**src/rtl/cbbr_pkg.sv**
```systemverilog
package cbbr_pkg;

	localparam int MAX_RADIUS_DEF = 24;
	localparam int RAD_W = 5;
	localparam int CH_W = 8;
	localparam int NCH = 4;
	localparam int PIX_W = NCH * CH_W;
	// window offset counter, covers -31 .. 62
	localparam int T_W = 8;

	typedef logic [PIX_W-1:0] pix_t;
	typedef logic signed [T_W-1:0] tidx_t;

	typedef struct packed {
		logic load;
		logic shift;
		pix_t first;
	} tap_ctrl_t;

	typedef struct packed {
		logic  clear;
		logic  add;
		logic  shift;
		tidx_t t;
		tidx_t two_r;
		pix_t  pix;
	} acc_ctrl_t;

	typedef struct packed {
		logic valid;
		logic last;
	} res_tag_t;

endpackage

```
**src/rtl/cbbr_tap_cell.sv**
```systemverilog
module cbbr_tap_cell #(
	parameter int IDX = 0,
	parameter int POS_W = 6
) (
	input  logic                clk,
	input  cbbr_pkg::tap_ctrl_t ctrl,
	input  logic [POS_W-1:0]    pos,
	input  cbbr_pkg::pix_t      hist_in,
	input  cbbr_pkg::pix_t      snap_in,
	output cbbr_pkg::pix_t      hist_out,
	output cbbr_pkg::pix_t      snap_out
);
	import cbbr_pkg::*;

	pix_t hist_q;
	pix_t snap_q;
	logic in_row;

	// positions beyond the pixels seen in this row clamp to the first pixel
	assign in_row = POS_W'(IDX) <= pos;

	always_ff @(posedge clk) begin
		if (ctrl.load) begin
			hist_q <= hist_in;
			snap_q <= in_row ? hist_in : ctrl.first;
		end else if (ctrl.shift) begin
			snap_q <= snap_in;
		end
	end

	assign hist_out = hist_q;
	assign snap_out = snap_q;

endmodule

```
**config.mk**
```make
export PLATFORM = sky130hd
export DESIGN_NAME = cbbr_tap_cell
export DESIGN_NICKNAME = d
export VERILOG_FILES = /design/src/rtl/cbbr_pkg.sv /design/src/rtl/cbbr_tap_cell.sv
export SDC_FILE = /design/constraint.sdc
export NUM_CORES = 1
export LEC_CHECK = 0
export ABC_AREA = 1
export BUFFER_PORTS_ARGS = -buffer_cell sky130_fd_sc_hd__buf_2
export CORE_MARGIN = 4
export CORE_UTILIZATION = 42
export CTS_CLUSTER_SIZE = 24
export DETAILED_ROUTE_END_ITERATION = 6
export HOLD_SLACK_MARGIN = 0.1
export PLACE_DENSITY = 0.92
export SLEW_MARGIN = 5
export SYNTH_ARGS = -nofsm -noshare
export SYNTH_HDL_FRONTEND = slang
export SYNTH_SLANG_ARGS = --single-unit
```
**constraint.sdc**
```tcl
create_clock -name clk -period 2.57 [get_ports clk]
set_input_delay 0.3855 -clock clk [delete_from_list [all_inputs] [get_ports clk]]
set_output_delay 0.3855 -clock clk [all_outputs]
set_load 0.1 [all_outputs]
```
==> impl_metrics.py <==
metrics = {
    "clock_network": {
        "post-cts-setup-buffers": 0,
        "cts_tree": "built",
        "cts_hold_buf": 0,
        "clock_tree.buffer_depth": 2,
        "cts.clk_slew.worst_paths_ps": 70,
        "cts_sinks": 64,
        "cts_made_buffers": 9,
        "cts_resized": 0,
        "htree_num_levels": 3,
        "cts_root_buf": "clkbuf_8",
    },
    "synth": {
        "netlist_area_mm2": 0.00236,
        "synth_area_leaders": "edfxtp_1 81%, nand2_1 15%, buf_6 1.9%, buf_4 0.95%, inv_4 0.26%",
        "yosysSeqAreaShare": 0.814,
        "ys_types": 6,
        "netlist.area_leader.share": 0.814,
        "postSynthAreaPerCell_um2": 14.0,
        "yosys.area.top_type": "edfxtp_1",
        "synth_nets": 274,
        "synthCells": 169,
        "ys_seq_elements": 64,
        "yosys_warnings": 0,
    },
    "cells_and_area": {
        "area_growth_pct": 37.7,
        "nNetsFinal": 409,
        "diodes": 0,
        "num-fill-cells": 474,
        "final_layout_size_suffix_gt1_frac": 0.476,
    },
    "worst_setup_path": {
        "crit_path_max_incr_delay_ps": 590,
        "cp.required_ps": 2650,
        "critPathBufInv": 3,
        "crit_top_cell": "nand2_1",
        "critPathCaptureType": "flip-flop",
        "path_class": "in2reg",
        "cpMaxStageDelayCell": "buf_4",
        "cp.arrival_ps": 1600,
        "crit_chain": "buf_2 -> buf_4 -> inv_4 -> nand2_1 -> nand2_1",
        "critPathLaunchType": "primary input",
        "worst_path_dominant_cell_family": "buffers and inverters",
        "worstPathMaxFanout": 65,
    },
    "sta": {
        "fmax_mhz": 656,
        "hold_viol_final": 0,
        "setup-tns-final_ps": 0,
        "finalSetupViolCount": 0,
        "slew_violations": 0,
        "tightest_slew_ps": 784,
        "period_needed_ps": 1520,
        "max_slew_margin": 0.477,
        "min_period_over_period": 0.593,
        "fin_ws_ps": 1050,
        "grt_setup_unrepaired": "no",
    },
    "worst_hold_path": {
        "min_path_type": "in2reg",
    },
    "drt": {
        "drc": 0,
        "vias_per_cell": 4.45,
        "routedWlPerCell_um": 13.7,
        "first_iter_violations": 61,
        "vias": 1696,
        "drt_wl_total_um": 5220,
        "dr.pass1.iters": 4,
        "ant_nets": 0,
    },
    "floorplan": {
        "initial_core_util": 0.432,
        "die_h_um": 83.0,
        "row_count": 27,
        "die_width_um": 83.0,
        "io_pins": 169,
        "dieArea_mm2": 0.00689,
        "core_mm2": 0.00547,
    },
    "pwr": {
        "leakage_nw": 1.56,
        "irDropWorstVdd_mv": 0.552,
        "total_power_mw": 3.13,
        "p_per_area_mw_per_mm2": 961,
    },
    "global_routing": {
        "overflow": 0,
        "grt_pass1_vias": 1745,
        "grt_max_degree": 66,
        "antenna_found_initial": 0,
        "gr-usage-all-layers": 0.155,
        "grt_pass1_wl_um": 8250,
    },
    "placement": {
        "place_hpwl_um": 3740,
        "numPortBuffers": 130,
        "place_congestion": 0.778,
        "post-place-ws_ps": 689,
    },
    "status": {
        "status": "completed",
    },
    "flow_run": {
        "max_cap_violations": 0,
    },
}
## registers in the layout, summed over array words and instances, names as in the netlist
name      flops
hist_out     32
snap_out     32
## kinds of logic (layout without fill, tap and decap cells)
group                  Yosys count  in the layout  share of synthesized area
buffers and inverters            8            148                     0.0312
AND/OR/NAND/NOR                 97             97                      0.155
flip-flops                      64             64                      0.814
## stage by stage
step | instances | hold WS, ps | utilization | area (µm²)
floorplan | 169 | 484 | - | 2360
global placement | 365 | 576 | 0.556 | 3040
detailed placement | 365 | 580 | 0.556 | 3040
CTS | 381 | 229 | 0.594 | 3250
global route | 381 | 224 | 0.594 | 3250
finish | 381 | 247 | 0.594 | 3250
## cells in the mapped netlist, drive strengths merged
master  number
edfxtp      64
nand2       96
or2          1
buf          7
inv          1
## cell usage in the layout, fill, tap and decap left out
master,n
buf_4,1
buf_2,130
nand2_1,96
clkbuf_8,9
clkinv_1,2
clkinv_4,1
or2_2,1
bufinv_16,2
edfxtp_1,64
inv_4,1
clkinv_2,2
## metal layers
metal  part of all wire  routed length, µm  vias up  global-route usage
met3              0.086                449       11              0.0536
li1                   -                  -      841                   -
met1               0.36               1890      765               0.160
met2               0.52               2730       79               0.269
met4              0.027                140        0              0.0966
met5                  0                  0        -                   0
## layout make-up
cell class / count / area [µm²] / share of cell area
Clock buffer: 9 / 124 / 0.0381
Inverter: 1 / 6.26 / 0.00192
Multi-Input combinational cell: 97 / 367 / 0.113
Timing Repair Buffer: 131 / 658 / 0.202
Sequential cell: 64 / 1920 / 0.591
Tap cell: 72 / 90.1 / 0.0277
Clock inverter: 7 / 86.3 / 0.0265
## final timing paths
kind                        start           end  slack [ps]  depth (start not counted)
worst min-delay path  hist_in[13]  hist_out[13]         250                          1
worst max-delay path     ctrl[33]  snap_out[14]        1050                          5
## power breakdown
part | leakage [nW] | internal, mW | switching, mW
logic | 0.808 | 0.116 | 0.823
registers | 0.643 | 1.26 | 0.0214
clock network | 0.108 | 0.538 | 0.368
total | 1.56 | 1.91 | 1.21
Power figures use the tool's default switching activity.
