File: config.mk
export PLATFORM = sky130hd
export DESIGN_NAME = cbbr_acc_cell
export DESIGN_NICKNAME = d
export VERILOG_FILES = /design/src/rtl/cbbr_pkg.sv /design/src/rtl/cbbr_acc_cell.sv
export SDC_FILE = /design/constraint.sdc
export NUM_CORES = 1
export LEC_CHECK = 0
export BUFFER_PORTS_ARGS = -buffer_cell sky130_fd_sc_hd__buf_2
export CAP_MARGIN = 40
export CORE_MARGIN = 3
export CORE_UTILIZATION = 45
export DETAILED_ROUTE_END_ITERATION = 7
export HOLD_SLACK_MARGIN = 0.08
export PLACE_DENSITY = 0.84
export SETUP_SLACK_MARGIN = 0.2
export SYNTH_ARGS = -nofsm -noshare
export SYNTH_HDL_FRONTEND = slang
export SYNTH_SLANG_ARGS = --single-unit
File: constraint.sdc
create_clock -name clk -period 5.3 [get_ports clk]
set_input_delay 0 -clock clk [delete_from_list [all_inputs] [get_ports clk]]
set_output_delay 0 -clock clk [all_outputs]
set_load 0.05 [all_outputs]
File: src/rtl/cbbr_pkg.sv
package cbbr_pkg;

	localparam int MAX_RADIUS_DEF = 24;
	localparam int RAD_W = 5;
	localparam int CH_W = 8;
	localparam int NCH = 4;
	localparam int PIX_W = NCH * CH_W;
	// window offset counter, covers -31 .. 62
	localparam int T_W = 8;

	typedef logic [PIX_W-1:0] pix_t;
	typedef logic signed [T_W-1:0] tidx_t;

	typedef struct packed {
		logic load;
		logic shift;
		pix_t first;
	} tap_ctrl_t;

	typedef struct packed {
		logic  clear;
		logic  add;
		logic  shift;
		tidx_t t;
		tidx_t two_r;
		pix_t  pix;
	} acc_ctrl_t;

	typedef struct packed {
		logic valid;
		logic last;
	} res_tag_t;

endpackage

File: src/rtl/cbbr_acc_cell.sv
module cbbr_acc_cell #(
	parameter int IDX = 0,
	parameter int SUM_W = 14
) (
	input  logic                                  clk,
	input  cbbr_pkg::acc_ctrl_t                   ctrl,
	input  logic [cbbr_pkg::NCH-1:0][SUM_W-1:0]   sum_in,
	output logic [cbbr_pkg::NCH-1:0][SUM_W-1:0]   sum_out
);
	import cbbr_pkg::*;

	localparam tidx_t LO = T_W'(-IDX);

	tidx_t hi;
	logic  hit;
	logic [NCH-1:0][SUM_W-1:0] sum_q;

	// cell IDX sums offsets -IDX .. 2r-IDX
	assign hi  = ctrl.two_r - T_W'(IDX);
	assign hit = (ctrl.t >= LO) && (ctrl.t <= hi);

	always_ff @(posedge clk) begin
		if (ctrl.clear) begin
			sum_q <= '0;
		end else if (ctrl.add) begin
			if (hit) begin
				for (int c = 0; c < NCH; c++) begin
					sum_q[c] <= sum_q[c] + SUM_W'(ctrl.pix[c*CH_W +: CH_W]);
				end
			end
		end else if (ctrl.shift) begin
			sum_q <= sum_in;
		end
	end

	assign sum_out = sum_q;

endmodule

==> results.txt <==
status: finished clean
Max clock buf depth: 2
Tcrit/Tclk final: 48.4%
max-slew violations: 0
IO Pins: 164
max reg flops: 56
CP Class: in2reg
mux cell area share after synthesis: 2.75%
sequential share of the synthesized area: 23.7%
number of synthesized flops with an enable pin: 0
clock slew at reported path FFs: 0.11 ns
Crit Reg-Reg Endpoint: sum_out[10]
Layout Utilization: 61.3%
ANT cells: 0
clock latency on the worst-skew pair: 0.31 ns
pin count of the biggest net entering global routing: 63
Fillers: 897
Final Hold Fails: 0
core area: 10000 um2
cells resized by post-CTS repair: 0
dpl hpwl: 10600 um
Reg2Reg Depth: 9
worst min-delay path class: in2reg
reg-to-reg critical path startpoint: sum_out[0]
global-route usage over all layers: 24.8%
grt total ovfl: 0
CP arrival: 2.78 ns
Setup Viol. Count Final: 0
Clock Sinks: 56
Area Overhead vs Synth: 29.7%
drt wl/cell: 16.7 um
Synth Area in Compound Gates: 35.0%
Post-Synth Simple-Gate Area: 17.4%
Main synth FF type: dfxtp_1
Worst Path Required: 5.51 ns
VDD IR max: 0.000116 V
RSZ-0062 raised after global routing: false
TritonCTS clock tree: yes
Slew Limit Headroom: 39.9%
setup slack, reg-to-reg: 2.77 ns
Vert. Die Dim: 108 um
initial core utilization: 47.2%
share of cells above drive strength 1: 29.0%
Sequential Power Share: 33.0%
Post-Synth XOR/XNOR Area: 2.41%
wirelength, routed: 14900 um
num rows: 36
internal power: 0.000884 W
Worst Max-Slew Pin Slew: 0.899 ns
number of global-route vias before repair: 5239
yosys warns: 0
CTS root buf: clkbuf_8
hold_sp: sum_in[39]
largest family of logic cells by synthesized area: compound AO/OA/AOI/OAI gates
syn nets: 724
DRC violations left: 0
Max Freq: 0.389 GHz
commonest non-fill, non-tap cells in the layout: buf_2, dfxtp_1, nor2_1
total of max-cap violations: 0
Synth cell types: 67
TritonCTS Buffers: 5
fraction of registers with async set/reset: 0%
gpl congestion: 0.867
CP max FO: 62
switching share of power: 41.0%
routed vias/inst: 5.81
Critical Path End Type: flip-flop
Leak: 2.78 nW
Post-DRT Antenna Nets: 0
initial antenna violation count: 0
first-pass GRT wire length: 23900 um
die area: 11800 um2
skew final: 0.00548 ns
Startpoint Class: input pin
synthesis-stage register bit count: 56
Sum Neg Setup Slack: 0 ns
combinational fraction of design power: 45.8%
PortBufs: 163
Clock Power Share: 21.2%
mapped cell area: 4720 um2
syn_area_per_cell: 8.26 um2
Hold Path Sink: sum_out[39]
Mapped Cells: 572
Pre-Repair DR Iteration Count: 5
Cell Pwr Density: 245 nW/um2
hold-critical path depth: 4
CTS H-tree lvls: 2
Total Nets Final: 909
Iter 0 DRT Violations: 363
routed vias: 5174
NetSw: 0.000615 W
commonest non-fill, non-tap cell in the layout: buf_2
Die Wd: 108 um
adder-cell share of the synthesized area: 12.3%
min Tclk post-route: 2.57 ns
[cell usage after synthesis, types with 4 or more instances]
master     instances  area share (%)
a31oi_1            9             1.2
a311oi_2           4             1.3
a2bb2oi_1          4            0.74
nor4_1             5            0.66
a211oi_2          24             6.4
o211ai_1           7             1.1
and3_1             7            0.93
dfxtp_1           56              24
nor2_1            53             4.2
o32ai_1            6             1.1
o21ai_0           33             3.5
buf_2              5            0.53
ha_1              40              11
nor2b_1           11             1.5
o21a_1             8             1.3
or3_1              5            0.66
nand3b_1           4            0.64
o21bai_1           4            0.64
xnor2_1           10             1.9
o31a_1             8             1.5
a211oi_1          14             2.2
buf_6              7             1.7
mux2i_1           13             2.8
inv_1             32             2.5
nor3_1            16             1.7
nand4_1            4            0.53
fa_1               4             1.7
nand2_1           32             2.5
nand2b_1           6            0.79
clkbuf_1          17             1.4
o31ai_1            5            0.79
a21oi_1           43             4.6
a21o_1             9             1.4
nand3_1           15             1.6
[final cells by class]
class	instances	area [um2]	share of cell area (%)
Sequential cell	56	1120	18.3
Clock inverter	1	30.0	0.490
Tap cell	133	166	2.72
Multi-Input combinational cell	451	3310	54.0
Clock buffer	7	96.3	1.57
Inverter	33	124	2.02
Timing Repair Buffer	210	1280	21.0
[critical path, stage by stage]
cell	delay, ns
buf_2	0.08
buf_4	0.58
inv_1	0.09
buf_4	0.32
a311oi_2	0.43
a31o_2	0.54
buf_12	0.28
o21ai_0	0.11
a32o_1	0.27
[power groups by stage]
stage          clock network (W)  registers [W]  logic (W)
2_1_floorplan                  0       0.000626   0.000371
3_3_place_gp                   0       0.000500   0.000629
3_5_place_dp                   0       0.000503   0.000655
4_1_cts                 0.000319       0.000493   0.000680
5_1_grt                 0.000341       0.000500   0.000746
6_report                0.000318       0.000494   0.000686
[kinds of logic (layout without fill, tap and decap cells)]
logic type / count (synthesis) / in the layout
AND/OR/NAND/NOR: 168 / 168
XOR/XNOR: 13 / 13
buffers and inverters: 65 / 251
flip-flops: 56 / 56
multiplexers: 13 / 13
AO/OA/AOI/OAI: 213 / 213
adder cells (fa/ha/maj): 44 / 44
[worst max-delay path by stage]
| stage | end | from | slack, ns |
|---|---|---|---|
| finish | sum_out[13] | ctrl[49] | 2.73 |
| CTS | sum_out[13] | ctrl[49] | 2.78 |
| floorplan | sum_out[27] | sum_out[15] | 2.85 |
| detailed placement | sum_out[13] | ctrl[49] | 2.43 |
| global route | sum_out[13] | ctrl[49] | 2.56 |
| global placement | sum_out[27] | ctrl[49] | 1.98 |
[per-stage QoR]
| stage | instance area, um2 | std cells | total power (W) | hold WS [ns] | worst slack, ns |
|---|---|---|---|---|---|
| 6_report | 6130 | 891 | 0.00150 | 0.0745 | 2.73 |
| 5_1_grt | 6130 | 891 | 0.00159 | 0.0821 | 2.56 |
| 4_1_cts | 6110 | 889 | 0.00149 | 0.0814 | 2.78 |
| 3_5_place_dp | 5590 | 842 | 0.00116 | 0.256 | 2.43 |
| 3_3_place_gp | 5570 | 841 | 0.00113 | 0.258 | 1.98 |
| 2_1_floorplan | 4720 | 572 | 0.000997 | 0.143 | 2.85 |
[metal layers]
layer  part of all wire [%]  up-vias  GRT usage [%]
met5                      0        -              0
met3                    6.7       31           4.24
li1                       -     2524              -
met4                    2.3        0           9.92
met2                     48      205           42.5
met1                     43     2414           30.7
[repair_timing]
item,4_1_cts,5_1_grt
hold buffers,39,2
setup buffers,0,0
endpoints found under the hold margin,39,2
Note: power is estimated with default switching activity, not from simulation.
