`src/rtl/cbbr_pkg.sv`:
```
package cbbr_pkg;

	localparam int MAX_RADIUS_DEF = 24;
	localparam int RAD_W = 5;
	localparam int CH_W = 8;
	localparam int NCH = 4;
	localparam int PIX_W = NCH * CH_W;
	// window offset counter, covers -31 .. 62
	localparam int T_W = 8;

	typedef logic [PIX_W-1:0] pix_t;
	typedef logic signed [T_W-1:0] tidx_t;

	typedef struct packed {
		logic load;
		logic shift;
		pix_t first;
	} tap_ctrl_t;

	typedef struct packed {
		logic  clear;
		logic  add;
		logic  shift;
		tidx_t t;
		tidx_t two_r;
		pix_t  pix;
	} acc_ctrl_t;

	typedef struct packed {
		logic valid;
		logic last;
	} res_tag_t;

endpackage

```
`src/rtl/cbbr_scale.sv`:
```
module cbbr_scale #(
	parameter int SUM_W = 14,
	parameter int M_W = 19,
	parameter int SHIFT = 20
) (
	input  logic                                clk,
	input  logic                                arst_n,
	input  cbbr_pkg::res_tag_t                  tag,
	input  logic [cbbr_pkg::NCH-1:0][SUM_W-1:0] sums,
	input  logic [M_W-1:0]                      recip,
	output logic                                ready,
	output logic                                m_tvalid,
	input  logic                                m_tready,
	output logic [cbbr_pkg::PIX_W-1:0]          m_tdata,
	output logic                                m_tlast
);
	import cbbr_pkg::*;

	localparam int P_W = SUM_W + M_W;

	logic en;
	logic vld_s1;
	logic last_s1;
	logic [NCH-1:0][P_W-1:0] prod_s1;
	logic vld_q;
	logic last_q;
	logic [NCH-1:0][CH_W-1:0] avg_q;

	assign en = !vld_q || m_tready;

	always_ff @(posedge clk or negedge arst_n) begin
		if (!arst_n) begin
			vld_s1 <= 1'b0;
			vld_q  <= 1'b0;
		end else if (en) begin
			vld_s1 <= tag.valid;
			vld_q  <= vld_s1;
		end
	end

	// floor(sum / (2r+1)) as sum * ceil(2^SHIFT / (2r+1)) >> SHIFT
	always_ff @(posedge clk) begin
		if (en) begin
			last_s1 <= tag.last;
			last_q  <= last_s1;
			for (int c = 0; c < NCH; c++) begin
				prod_s1[c] <= P_W'(sums[c]) * P_W'(recip);
				avg_q[c]   <= prod_s1[c][SHIFT +: CH_W];
			end
		end
	end

	assign ready    = en;
	assign m_tvalid = vld_q;
	assign m_tdata  = avg_q;
	assign m_tlast  = last_q;

endmodule
```
`config.mk`:
```
export PLATFORM = sky130hd
export DESIGN_NAME = cbbr_scale
export DESIGN_NICKNAME = d
export VERILOG_FILES = /design/src/rtl/cbbr_pkg.sv /design/src/rtl/cbbr_scale.sv
export SDC_FILE = /design/constraint.sdc
export NUM_CORES = 2
export LEC_CHECK = 0
export ABC_AREA = 1
export BUFFER_PORTS_ARGS = -buffer_cell sky130_fd_sc_hd__buf_2
export CORE_ASPECT_RATIO = 0.6
export CORE_UTILIZATION = 57
export CTS_BUF_LIST = sky130_fd_sc_hd__clkbuf_16
export DETAILED_ROUTE_END_ITERATION = 6
export PLACE_DENSITY_LB_ADDON = 0.2
export SYNTH_ARGS = -nofsm -noshare
export SYNTH_HDL_FRONTEND = slang
export SYNTH_SLANG_ARGS = --single-unit
```
`constraint.sdc`:
```
create_clock -name clk -period 3.6 [get_ports clk]
set_input_delay 0.72 -clock clk [delete_from_list [all_inputs] [get_ports clk]]
set_output_delay 0.72 -clock clk [all_outputs]
set_load 0.005 [all_outputs]
```
==> out/metrics.yaml <==
sta:
  worst-slew-pin-transition_ps: 604
  drv_slew: 0
  setup_viol_count_final: 32
  fmax_ghz: 0.184
  hold_viol: 0
  maxSlewHeadroom_pct: 59.7
  post-route-min-period_ps: 5440
  rsz0062_at_grt: "true"
  skew_ps: 6.02
  min_period_over_period_pct: 151
  setup_ws_ps: -1840
floorplanning:
  die_area_mm2: 0.0643
  core_mm2: 0.0626
  start_util_pct: 57.6
  std_cell_rows: 71
  die_w_um: 327
  fp.dieH_um: 197
  ios: 115
synthesis:
  synth.area.top_cells: "fa_1, inv_1, nand2_1"
  syn_area_mm2: 0.0361
  synth_top_area_share_pct: 42.6
  synth_flop_cell: "edfxtp_1"
  synth-seq-cells: 68
  async_flop_share_pct: 2.94
  synth_nets: 6086
  synthCells: 4962
  seq_area_frac_synth_pct: 5.63
  synth_edf_count: 66
  yosysUniqueCellTypes: 38
  synth_area_leader_cell: "fa_1"
  muxShareOfSynthArea_pct: 0
  synth.avg_cell_area_um2: 7.27
  yosys.area_share.simple_pct: 20.5
  synth_xor_area_share_pct: 0.239
  synthAdderAreaFrac_pct: 52.2
  synth_compound_area_share_pct: 2.16
  synth.yosys.warnings: 0
  synth_top_family_by_area: "adder cells"
final_layout:
  nets: 6458
  drive_gt1_share_pct: 20.5
  fin_cells: 6185
  nFillCells: 4928
  area_delta_synth_final_pct: 23.0
  utilization_pct: 70.9
worst_hold_path:
  hp-class: "input pin to asynchronous set/reset pin"
cts:
  clkSinkCount: 68
  clkLatencyLatePin_ps: 390
  cts_buffers: 9
  cts_hold_buf: 0
  cts_tree: "yes"
  path_clk_slew_ps: 60
  htree_num_levels: 3
  cts_buffer_depth: 2
  cts-root-buf: "clkbuf_16"
status:
  violations: "negative setup slack"
  status: "finished with violations"
drt:
  via_per_inst: 5.10
  wl_um: 107000
  firstDrtPassIters: 6
  vias: 31572
  drc: 0
  ant_nets: 0
  drtIter0Drc: 2873
  post_drt_wl_per_cell_um: 17.3
setup_path:
  required_ps: 3740
  worstPathArrival_ps: 5590
  worst_setup_path_end_kind: "flop"
  crit_type: "input pin to flop"
  start_kind: "input pin"
  worstPathMaxFanout: 8
place:
  dp_worst_setup_slack_ps: -2240
  dp_hpwl_um: 77500
  dpl.cell_count: 6082
  place.gp.congestion: 0.925
  numPortBuffers: 114
global_routing:
  grt_max_degree: 38
  track_usage_pct: 32.9
  grt.overflow.total: 0
  grt_pass1_wl_um: 165000
  antenna_found_initial: 9
  grt_pass1_vias: 31396
run:
  cap_violations: 0
registers in the layout, summed over array words and instances (netlist names):
signal	count
last_s1	1
m_tdata	32
m_tlast	1
m_tvalid	1
prod_s1	32
vld_s1	1
stage by stage:
step,hold slack (ps),instance area [um2],setup TNS [ps]
floorplan,400,37900,-55470
global placement,401,40900,-67790
detailed placement,405,40900,-69170
CTS,84.3,42600,-52750
global route,92.8,44400,-59950
finish,106,44400,-55410
metal layers:
layer | up-vias | GRT usage (%) | part of all wire [%]
met5 | - | 3.30 | 0.18
met1 | 15180 | 47.7 | 41
met2 | 1607 | 47.9 | 42
met3 | 244 | 10.8 | 14
met4 | 6 | 6.59 | 2.3
li1 | 14535 | - | -
synthesized netlist by cell type, types with 5 or more instances:
library cell / number
nand4_1: 20
nand3_1: 84
buf_4: 10
nor3_1: 17
nand2_1: 1587
o21bai_1: 18
nor3b_1: 6
buf_1: 63
a21oi_1: 75
nor2_1: 128
buf_2: 22
a21boi_0: 6
ha_1: 276
nand2_2: 5
edfxtp_1: 66
a21o_1: 8
xnor2_1: 5
inv_1: 1605
nor2_2: 9
o21ai_0: 22
fa_1: 768
nor4_1: 8
clkbuf_1: 120
cells in the final DEF (no fill, tap or decap), drive strengths merged, types with 3 or more instances in the layout:
| cell | synthesis | final |
|---|---|---|
| a21oi | 75 | 75 |
| nand2 | 1593 | 1593 |
| o21bai | 21 | 21 |
| a21boi | 6 | 6 |
| clkbuf | 124 | 27 |
| fa | 768 | 768 |
| nand3 | 87 | 87 |
| buf | 98 | 563 |
| a21o | 8 | 8 |
| nand4 | 20 | 20 |
| nor3 | 19 | 19 |
| edfxtp | 66 | 66 |
| o21ai | 23 | 23 |
| xnor2 | 5 | 5 |
| nor3b | 9 | 9 |
| ha | 276 | 276 |
| clkinv | 0 | 3 |
| nand3b | 4 | 4 |
| xor2 | 4 | 4 |
| inv | 1605 | 1609 |
| diode | 0 | 7 |
| nor4 | 8 | 8 |
| nor2 | 137 | 137 |
cell type report:
class	count	area [um2]	area share (%)
diodes	7	17.5	0.0395
clock buffers	9	225	0.508
clock inverters	7	30.0	0.0677
inverters	1605	6040	13.6
multi-input cells	3067	29500	66.4
flip-flops and latches	68	2030	4.58
well taps	839	1050	2.37
repair buffers	583	5510	12.4
critical path, stage by stage:
cell and delay [ps]:
buf_12 130, buf_16 170, nand2_2 60, inv_2 40, fa_1 550, inv_2 50, fa_1 530, fa_1 520
inv_1 50, fa_1 460, fa_1 550, inv_2 50, fa_1 530, inv_2 50, ha_4 300, nand2_4 80
nor2_4 100, nand2_2 70, nor4_2 260, nand2_1 140, nand3_1 100, nand2_1 50
worst paths after layout:
check / start / endpoint / slack, ps / depth (start not counted)
setup / recovery: recip[10] / prod_s1[124] / -1840 / 22
hold / removal: arst_n / vld_s1 / 110 / 1
min in group clk: prod_s1[53] / m_tdata[8] / 420 / 0
setup reg to reg: m_tvalid / prod_s1[27] / 1840 / 2
hold reg to reg: prod_s1[53] / m_tdata[8] / 420 / 0
max in group asynchronous: arst_n / m_tvalid / 3400 / 1
cell families after synthesis:
family                     Yosys count
AOI/OAI and AO/OA                  135
xor gates and xnor gates             9
adders and majority gates         1044
buffers and inverters             1827
DFF                                 68
and+or+nand+nor                   1879
what timing repair did:
action,4_1_cts,5_1_grt
cloned,16,12
endpoints found under the setup margin,32,32
resized for setup,205,324
setup buffers,18,35
pin swaps,63,186
Power is not shown: default switching activity piles up to over one toggle a cycle in this logic, so the estimate is an artifact.
